$ cat src/rtl/rcst_pkg.sv
package rcst_pkg;

  localparam int NUM_STREAMS = 64;
  localparam int SID_W = $clog2(NUM_STREAMS);

  localparam logic [16:0] SID_LIMIT = 17'(NUM_STREAMS);
  localparam logic [16:0] SID_FIRST = 17'd2;
  localparam logic [16:0] MAX_CHUNK_RESET = 17'd128;
  localparam logic [23:0] TIME_ESCAPE = 24'hffffff;
  localparam logic [31:0] TIME_UNSET = 32'hffffffff;

  localparam logic [1:0] FMT_FULL = 2'd0;
  localparam logic [1:0] FMT_NO_STREAM = 2'd1;
  localparam logic [1:0] FMT_DELTA = 2'd2;
  localparam logic [1:0] FMT_NONE = 2'd3;

  typedef enum logic [2:0] {
    ST_OK        = 3'd0,
    ST_RESERVED  = 3'd1,
    ST_RANGE     = 3'd2,
    ST_NO_HEADER = 3'd3,
    ST_NO_TIME   = 3'd4
  } status_t;

  typedef logic [SID_W-1:0] addr_t;

  typedef struct packed {
    logic [1:0]  fmt;
    logic [23:0] time_val;
    logic [31:0] ext_val;
    logic [23:0] len;
    logic [7:0]  typ;
    logic [31:0] strm;
  } hdr_t;

  typedef struct packed {
    hdr_t        hdr;
    logic [23:0] count;
  } entry_t;

  typedef struct packed {
    logic   en;
    addr_t  addr;
    entry_t data;
  } wr_req_t;

  typedef struct packed {
    logic [16:0] chunk_stream;
    logic [1:0]  header_format;
    logic [23:0] time_field;
    logic [31:0] extended_time;
    logic [23:0] message_length;
    logic [7:0]  message_type;
    logic [31:0] message_stream;
    logic [16:0] payload_bytes;
  } chunk_t;

  typedef struct packed {
    status_t     status;
    logic        message_done;
    logic [23:0] resolved_length;
    logic [7:0]  resolved_type;
    logic [31:0] resolved_stream;
    logic [31:0] message_time;
    logic [16:0] bytes_taken;
    logic [16:0] bytes_left;
  } res_t;

endpackage

$ cat src/rtl/rcst_update.sv
module rcst_update (
  input  logic              fire,
  input  rcst_pkg::chunk_t  chunk,
  input  logic              rd_valid,
  input  rcst_pkg::entry_t  rd_entry,
  input  logic [31:0]       running_time,
  input  logic [16:0]       max_chunk,
  output rcst_pkg::wr_req_t wr,
  output logic              rt_we,
  output logic [31:0]       rt_nxt,
  output rcst_pkg::res_t    res
);
  import rcst_pkg::*;

  status_t     status;
  logic [23:0] count;
  hdr_t        cur;
  hdr_t        hdr;
  logic [24:0] sum;
  logic        consume;
  logic [31:0] delta;
  logic [31:0] rt_upd;
  logic [23:0] need;
  logic [16:0] min_a;
  logic [16:0] taken;
  logic [16:0] left;
  logic [24:0] new_sum;
  logic        fin;
  logic        first;

  always_comb begin
    if (chunk.chunk_stream < SID_FIRST) begin
      status = ST_RESERVED;
    end else if (chunk.chunk_stream >= SID_LIMIT) begin
      status = ST_RANGE;
    end else if (!rd_valid && chunk.header_format != FMT_FULL) begin
      status = ST_NO_HEADER;
    end else if (running_time == TIME_UNSET && chunk.header_format != FMT_FULL) begin
      status = ST_NO_TIME;
    end else begin
      status = ST_OK;
    end

    count = rd_valid ? rd_entry.count : '0;

    cur.fmt = chunk.header_format;
    cur.time_val = (chunk.header_format == FMT_NONE) ? rd_entry.hdr.time_val
                                                     : chunk.time_field;
    cur.ext_val = (chunk.header_format == FMT_NONE) ? rd_entry.hdr.ext_val
                                                    : chunk.extended_time;
    cur.len = (chunk.header_format == FMT_DELTA || chunk.header_format == FMT_NONE) ?
              rd_entry.hdr.len : chunk.message_length;
    cur.typ = (chunk.header_format == FMT_DELTA || chunk.header_format == FMT_NONE) ?
              rd_entry.hdr.typ : chunk.message_type;
    cur.strm = (chunk.header_format == FMT_FULL) ? chunk.message_stream
                                                 : rd_entry.hdr.strm;

    first = (count == '0);
    hdr = first ? cur : rd_entry.hdr;

    sum = {8'b0, chunk.payload_bytes} + {1'b0, count};
    consume = (chunk.payload_bytes >= max_chunk) || (sum >= {1'b0, hdr.len});

    delta = (hdr.time_val == TIME_ESCAPE) ? hdr.ext_val : {8'b0, hdr.time_val};
    rt_upd = (hdr.fmt == FMT_FULL) ? delta : running_time + delta;

    need = (hdr.len >= count) ? hdr.len - count : '0;
    min_a = (max_chunk < chunk.payload_bytes) ? max_chunk : chunk.payload_bytes;
    taken = ({7'b0, min_a} < need) ? min_a : need[16:0];
    left = chunk.payload_bytes - taken;
    new_sum = {1'b0, count} + {8'b0, taken};
    fin = (new_sum == {1'b0, hdr.len});

    wr.en = fire && (status == ST_OK);
    wr.addr = chunk.chunk_stream[SID_W-1:0];
    wr.data.hdr = hdr;
    wr.data.count = consume ? (fin ? '0 : new_sum[23:0]) : count;

    rt_we = wr.en && consume && first;
    rt_nxt = rt_upd;

    res = '0;
    res.status = status;
    if (status == ST_OK) begin
      res.message_done = consume && fin;
      res.resolved_length = cur.len;
      res.resolved_type = cur.typ;
      res.resolved_stream = cur.strm;
      res.message_time = (consume && first) ? rt_upd : running_time;
      res.bytes_taken = consume ? taken : '0;
      res.bytes_left = consume ? left : '0;
    end
  end

endmodule

$ cat config.mk
export PLATFORM = sky130hd
export DESIGN_NAME = rcst_update
export DESIGN_NICKNAME = d
export VERILOG_FILES = /design/src/rtl/rcst_pkg.sv /design/src/rtl/rcst_update.sv
export SDC_FILE = /design/constraint.sdc
export NUM_CORES = 1
export LEC_CHECK = 0
export BUFFER_PORTS_ARGS = -buffer_cell sky130_fd_sc_hd__buf_4
export CELL_PAD_IN_SITES_DETAIL_PLACEMENT = 1
export CELL_PAD_IN_SITES_GLOBAL_PLACEMENT = 1
export CORE_AREA = 5 5 256 258
export DETAILED_ROUTE_END_ITERATION = 8
export DIE_AREA = 0 0 261 263
export PLACE_DENSITY_LB_ADDON = 0.2
export SLEW_MARGIN = 20
export SYNTH_ARGS = -nofsm -noshare
export SYNTH_HDL_FRONTEND = slang
export SYNTH_SLANG_ARGS = --single-unit
$ cat constraint.sdc
create_clock -name vclk -period 39.9
set_clock_uncertainty 0.15 [all_clocks]
set_input_delay 5.985 -clock vclk [all_inputs]
set_output_delay 5.985 -clock vclk [all_outputs]
set_load 0.005 [all_outputs]
# Yosys cells after proc, flatten, opt, wreduce, memory -nomap -nowiden
# Cells that the tools add are included.
[totals] reg_bits=0 word_cells=54
[op_classes] add_sub_neg=5 n_eq_ne=5 mux=22 n_lt_le_gt_ge=7 n_reduce_logical=15
[ops] cell="$mux W32" n=5
[ops] cell="$mux W24" n=6
[ops] cell="$mux W131" n=1
[ops] cell="$mux W122" n=1
[ops] cell="$mux W17" n=4
[ops] cell="$add A32 B32 Y32" n=1
[ops] cell="$eq A32 B32 Y1 const B" n=1
[ops] cell="$add A17 B24 Y25" n=1
[ops] cell="$add A24 B17 Y25" n=1
[ops] cell="$eq A25 B24 Y1" n=1
[ops] cell="$ge A25 B24 Y1" n=1
[ops] cell="$eq A24 B24 Y1 const B" n=1
[ops] cell="$ge A24 B24 Y1" n=1
[ops] cell="$logic_not A24 Y1" n=1
[ops] cell="$lt A17 B24 Y1" n=1
[ops] cell="$sub A24 B24 Y24" n=1
[ops] cell="$ge A17 B17 Y1" n=1
[ops] cell="$ge A17 B7 Y1 const B" n=1
[ops] cell="$lt A17 B17 Y1" n=1
[ops] cell="$lt A17 B2 Y1 const B" n=1
[ops] cell="$sub A17 B17 Y17" n=1
[ops] cell="$mux W3" n=4
[ops] cell="$mux W8" n=1
[ops] cell="$logic_and A1 B1 Y1" n=7
[ops] cell="6 further kinds" n=9

# Longest topological paths before layout
# Gate-level depths: netlist of run 1.
[logic_depth] ltp_word=12 ltp_mapped=46 depth_no_buf=39

# Worst setup path after synthesis of run 1
# OpenSTA, ideal clock, no wires.
[synth_timing] path_kind="input-to-output" from="in rd_entry[14] (netlist bit)" to="out wr[6] (netlist bit)" path_stages=42 path_buffers=6 t_required_ps=33765 arrival_time_ps=15271 setup_slack_ps=18494 path_cell_list="nor4_1 > nand4_2 > o21a_1 > nor2_4 > buf_2 > mux2i_1 > inv_1 > ha_1 > nor2_1 > a2111oi_0 > nor2_1 > o21ai_1 > nor3_1 > o21bai_1 > clkbuf_1 > buf_1 > nand2_1 > ha_1 > [6 not listed] > a31oi_1 > nand3_1 > o21a_1 > buf_2 > buf_4 > mux2i_1 > ha_1 > a21o_1 > a221o_1 > a2111oi_0 > a311oi_1 > and4_1 > a311oi_1 > or4b_4 > nor4_4 > o2111ai_2 > buf_6 > a41o_1"
[synth_rtl] item="start: declaration" line="rcst_update.sv:5" source="input rcst_pkg::entry_t rd_entry,"
[synth_rtl] item="end: declaration" line="rcst_update.sv:8" source="output rcst_pkg::wr_req_t wr,"

==> impl_metrics.env, run 1 <==
export IMPL_cpMostUsedCell="buf_4"
export IMPL_yosys_warnings=0
export IMPL_layout_drive_gt1_share_pct=33.06
export IMPL_final_max_slew_viol_count=0
export IMPL_gp_congestion=0.9503
export IMPL_nets=2996
export IMPL_cpMaxStageDelayCell="o21a_1"
export IMPL_wire_per_inst_microns=29.18
export IMPL_period_needed_ns=25.01
export IMPL_synth_nets=2391
export IMPL_status="finished clean"
export IMPL_pwr_density_cell_nw_per_um2=23.06
export IMPL_synth_distinct_cells=81
export IMPL_timing_slew_headroom_pct=22.80
export IMPL_initial_core_util_pct=19.75
export IMPL_synth_top_area_share_pct=16.36
export IMPL_worst_slew_pin_slew_ns=1.129
export IMPL_wl_mm=97.02
export IMPL_die_h_microns=263
export IMPL_clock_fmax_mhz=39.99
export IMPL_antenna_found_initial=8
export IMPL_synth_area_leaders="ha_1, mux2_2, nand2_1, mux2i_1, a21oi_1"
export IMPL_crit_buf_inv=5
export IMPL_worstSetupEndpointType="primary output"
export IMPL_synth_area_per_cell_sq_um=6.623
export IMPL_slowest_delay_ns=0.77
export IMPL_setup_violations=0
export IMPL_path_delay_family="compound AO/OA/AOI/OAI gates"
export IMPL_finalHoldViolCount=0
export IMPL_arrival_ns=18.87
export IMPL_rsz0062_at_grt="no"
export IMPL_seq_cells=0
export IMPL_syn_to_final_growth_pct=47.70
export IMPL_grt_pass1_wl_mm=134.1
export IMPL_ant_nets=0
export IMPL_fp_dieArea_sq_um=68640
export IMPL_cts_resized=0
export IMPL_final_common_cell="buf_4"
export IMPL_setup_tns_ns=0
export IMPL_vdd_ir_drop_max_mv=0.007693
export IMPL_seqCellArea_sq_um=0
export IMPL_mostFrequentLayoutCells="buf_4, nand2_1, nor2_1, ha_1, inv_1"
export IMPL_io_buffer_count=671
export IMPL_synth_top_cell_by_area="ha_1"
export IMPL_grt_use_total_pct=26.32
export IMPL_drt_iter0_markers=915
export IMPL_dp_hpwl_mm=86.11
export IMPL_ioPinCount=673
export IMPL_hold_class="primary input to primary output"
export IMPL_cp_max_fo=20
export IMPL_total_power_mw=0.4221
export IMPL_nClkBuffers=0
export IMPL_rows=92
export IMPL_path_class="primary input to primary output"
export IMPL_grt_pass1_vias=18452
export IMPL_synth_area_sq_um=12390
export IMPL_grt_overflow=0
export IMPL_grt_max_degree=56
export IMPL_core_area_sq_um=62740
export IMPL_fp_dieW_microns=261
export IMPL_vias=17220
export IMPL_crit_path_start_kind="primary input"
export IMPL_netlist_instances=1871
export IMPL_synth_seq_area_share_pct=0
export IMPL_cp_required_ns=33.76
export IMPL_vias_per_cell=5.179
export IMPL_drc=0
export IMPL_maxCapViolations=0
export IMPL_leakagePower_nw=9.086
export IMPL_post_cts_buffers=0
export IMPL_first_pass_iters=5
export IMPL_hold_buffers=0
export IMPL_fin_crit_sh_pct=62.67
-- Yosys cell counts, drive strengths merged (23+ instances only) --
master,number
ha,162
xor2,29
xnor2,58
o21a,41
nand2,222
nand4,37
a21oi,130
o21ai,113
mux2i,81
nor3,67
nand3,63
mux2,100
nor2b,35
buf,25
inv,145
nor2,168
a21o,43
clkbuf,59
nand2b,23
-- stage by stage --
| step | setup WS (ns) | area (sq um) | util (%) | std cells | hold slack, ns |
|---|---|---|---|---|---|
| final | 14.89 | 18300 | 29.17 | 3325 | 11.82 |
| after detailed placement | 15.09 | 18290 | 29.15 | 3320 | 11.82 |
| after global routing | 14.10 | 18300 | 29.17 | 3323 | 11.82 |
| after CTS | 15.01 | 18290 | 29.15 | 3320 | 11.82 |
| after floorplan | 18.49 | 12390 | - | 1871 | 11.90 |
| after global placement | 15.31 | 18290 | 29.15 | 3320 | 11.82 |
-- logic make-up after synthesis --
logic type | count (synthesis) | share of synthesized area (%)
and+or+nand+nor | 709 | 27.28
AOI/OAI and AO/OA | 496 | 26.14
buffers and inverters | 229 | 7.270
muxes | 181 | 15.63
adders and majority gates | 167 | 17.16
xor gates and xnor gates | 89 | 6.512
-- final timing paths --
check	startpoint	cells after the start	slack (ns)	endpoint
worst min-delay path	chunk[139]	0	11.82	wr[146]
worst max-delay path	rd_entry[6]	40	14.89	wr[6]
-- final cells by class --
class | instances | area (sq um)
Timing Repair Buffer | 687 | 5157
Fill cell | 7840 | 44430
Inverter | 145 | 544.3
Antenna cell | 5 | 12.51
Tap cell | 846 | 1059
Multi-Input combinational cell | 1642 | 11530
-- layer usage --
metal,track usage (%),vias to the layer above,part of all wire [%]
li1,-,7980,-
met1,30.94,8530,40
met3,2.808,106,4.6
met5,0,-,0.035
met2,49.13,598,51
met4,9.176,6,4.4
-- power by group --
group / leakage [nW] / internal [mW] / switching [mW]
combinational: 9.09 / 0.172 / 0.250
sequential: 0 / 0 / 0
clock: 0.0000332 / 0.0000000148 / 0
Note: power is estimated with default switching activity, not from simulation.
==> inputs of run 2 (changes only) <==
--- a/config.mk
+++ b/config.mk
@@ -8,9 +8,9 @@
 export BUFFER_PORTS_ARGS = -buffer_cell sky130_fd_sc_hd__buf_4
 export CELL_PAD_IN_SITES_DETAIL_PLACEMENT = 1
 export CELL_PAD_IN_SITES_GLOBAL_PLACEMENT = 1
-export CORE_AREA = 5 5 256 258
+export CORE_AREA = 5 5 258 260
 export DETAILED_ROUTE_END_ITERATION = 8
-export DIE_AREA = 0 0 261 263
+export DIE_AREA = 0 0 263 265
 export PLACE_DENSITY_LB_ADDON = 0.2
 export SLEW_MARGIN = 20
 export SYNTH_ARGS = -nofsm -noshare
==> constraint.sdc (replaced) <==
create_clock -name vclk -period 21.4
set_clock_uncertainty 0.15 [all_clocks]
set_input_delay 3.21 -clock vclk [all_inputs]
set_output_delay 3.21 -clock vclk [all_outputs]
set_load 0.005 [all_outputs]
==> run 2 against run 1 <==
  * Hold slack worse by 5.5 ns
  * Via count down 0.66%
  * Global-route usage down 1.3 points
  * Non-clock buffer count up 8
  * Count of clock-buffer cells in the layout unchanged
  * Utilization down 0.38 points
  * Design area up 0.51%
==> impl_metrics.env, run 2 (synthesis gave the netlist of run 1 again) <==
export IMPL_pre_cts_ws_ns=2.353
export IMPL_vias=17106
export IMPL_dp_hpwl_mm=84.26
export IMPL_cts_resized=0
export IMPL_finalHoldViolCount=0
export IMPL_seq_cells=0
export IMPL_pwr_density_cell_nw_per_um2=42.22
export IMPL_min_to="wr[146]"
export IMPL_ant_nets=0
export IMPL_multi_input_area_sq_um=11560
export IMPL_maxCapViolations=0
export IMPL_grt_pass1_vias=17979
export IMPL_fin_crit_sh_pct=90.14
export IMPL_setup_slack_ns=2.110
export IMPL_setup_violations=0
export IMPL_nFillCells=7993
export IMPL_initial_core_util_pct=19.40
export IMPL_ioPinCount=673
export IMPL_mostFrequentLayoutCells="buf_4, nand2_1, nor2_1, ha_1, inv_1"
export IMPL_nClkBuffers=0
export IMPL_status="finished clean"
export IMPL_worstSetupEndpointType="primary output"
export IMPL_die_h_microns=265
export IMPL_nets=3004
export IMPL_final_common_cell="buf_4"
export IMPL_drt_iter0_markers=1057
export IMPL_wl_mm=94.77
export IMPL_antenna_found_initial=6
export IMPL_arrival_ns=15.93
export IMPL_cp_required_ns=18.04
export IMPL_final_max_slew_viol_count=0
export IMPL_grt_overflow=0
export IMPL_period_needed_ns=19.29
export IMPL_rows=93
export IMPL_cp_max_fo=23
export IMPL_setup_tns_ns=0
export IMPL_fp_dieArea_sq_um=69700
export IMPL_gp_congestion=0.9529
export IMPL_timing_slew_headroom_pct=26.31
export IMPL_path_class="primary input to primary output"
export IMPL_grt_max_degree=63
export IMPL_slowest_delay_ns=0.92
export IMPL_cpMaxStageDelayCell="nor4_1"
export IMPL_rsz0062_at_grt="no"
export IMPL_hold_path_depth=0
export IMPL_fp_dieW_microns=263
export IMPL_drc=0
export IMPL_vias_per_cell=5.122
export IMPL_io_buffer_count=671
export IMPL_layout_drive_gt1_share_pct=33.32
export IMPL_core_area_sq_um=63880
export IMPL_worst_slew_pin_slew_ns=1.095
export IMPL_first_pass_iters=5
export IMPL_syn_to_final_growth_pct=48.46
export IMPL_leakagePower_nw=9.124
export IMPL_wire_per_inst_microns=28.37
export IMPL_hp_start="chunk[139]"
export IMPL_crit_path_start_kind="primary input"
export IMPL_clock_fmax_mhz=51.84
export IMPL_post_cts_buffers=0
export IMPL_vdd_ir_drop_max_mv=0.01378
export IMPL_seqCellArea_sq_um=0
export IMPL_grt_use_total_pct=25.02
export IMPL_hold_buffers=0
export IMPL_grt_pass1_wl_mm=131.4
export IMPL_cpMostUsedCell="buf_4"
export IMPL_hold_class="primary input to primary output"
## run 2: cell types whose count changed in the layout (fill, tap and decap cells not counted), sizes merged
cell   delta
diode     -2
buf       +8
## run 2: cell type report
class | count | share of cell area (%)
repair buffers | 695 | 28.36
well taps | 855 | 5.815
multi-input cells | 1642 | 62.82
inverters | 145 | 2.959
diodes | 3 | 0.04081
## run 2: worst max path at each step
stage / from / endpoint / slack [ns]
floorplan: rd_entry[14] / wr[6] / 5.54
global placement: rd_entry[1] / wr[19] / 2.60
detailed placement: rd_entry[14] / wr[19] / 2.35
CTS: rd_entry[14] / wr[19] / 2.31
global route: rd_entry[14] / wr[19] / 1.45
finish: rd_entry[14] / wr[19] / 2.11
## run 2: routing by layer
metal / vias up / routed length (microns) / share of wire (%) / track usage (%)
li1: 7995 / - / - / -
met1: 8459 / 40570 / 43 / 31.85
met2: 595 / 47470 / 50 / 46.00
met4: 4 / 1739 / 1.8 / 3.557
met3: 53 / 4966 / 5.2 / 3.481
met5: - / 27 / 0.028 / 0
## run 2: worst max-delay path: cells and delay by family
kind            cells  cell delay [ns]
compound gates     20             5.84
simple gates       11             3.43
buf+inv             6             1.23
fa+ha+maj           3             1.09
mux                 2             1.06
## run 2: per-stage QoR
step / power (mW) / hold WS [ns] / util [%] / instance area (sq um) / std cells
finish: 0.7767 / 6.270 / 28.80 / 18400 / 3340
global route: 0.8406 / 6.270 / 28.79 / 18390 / 3337
floorplan: 0.4273 / 6.351 / - / 12390 / 1871
global placement: 0.7654 / 6.270 / 28.77 / 18380 / 3337
CTS: 0.7754 / 6.270 / 28.78 / 18380 / 3337
detailed placement: 0.7709 / 6.270 / 28.78 / 18380 / 3337
## run 2: where the power goes
part / total [mW] / leakage (nW) / switching, mW / internal [mW]
Combinational: 0.777 / 9.12 / 0.456 / 0.321
Sequential: 0 / 0 / 0 / 0
Clock: 0.0000000190 / 0.0000190 / 0 / 0.0000000189
Total: 0.777 / 9.12 / 0.456 / 0.321
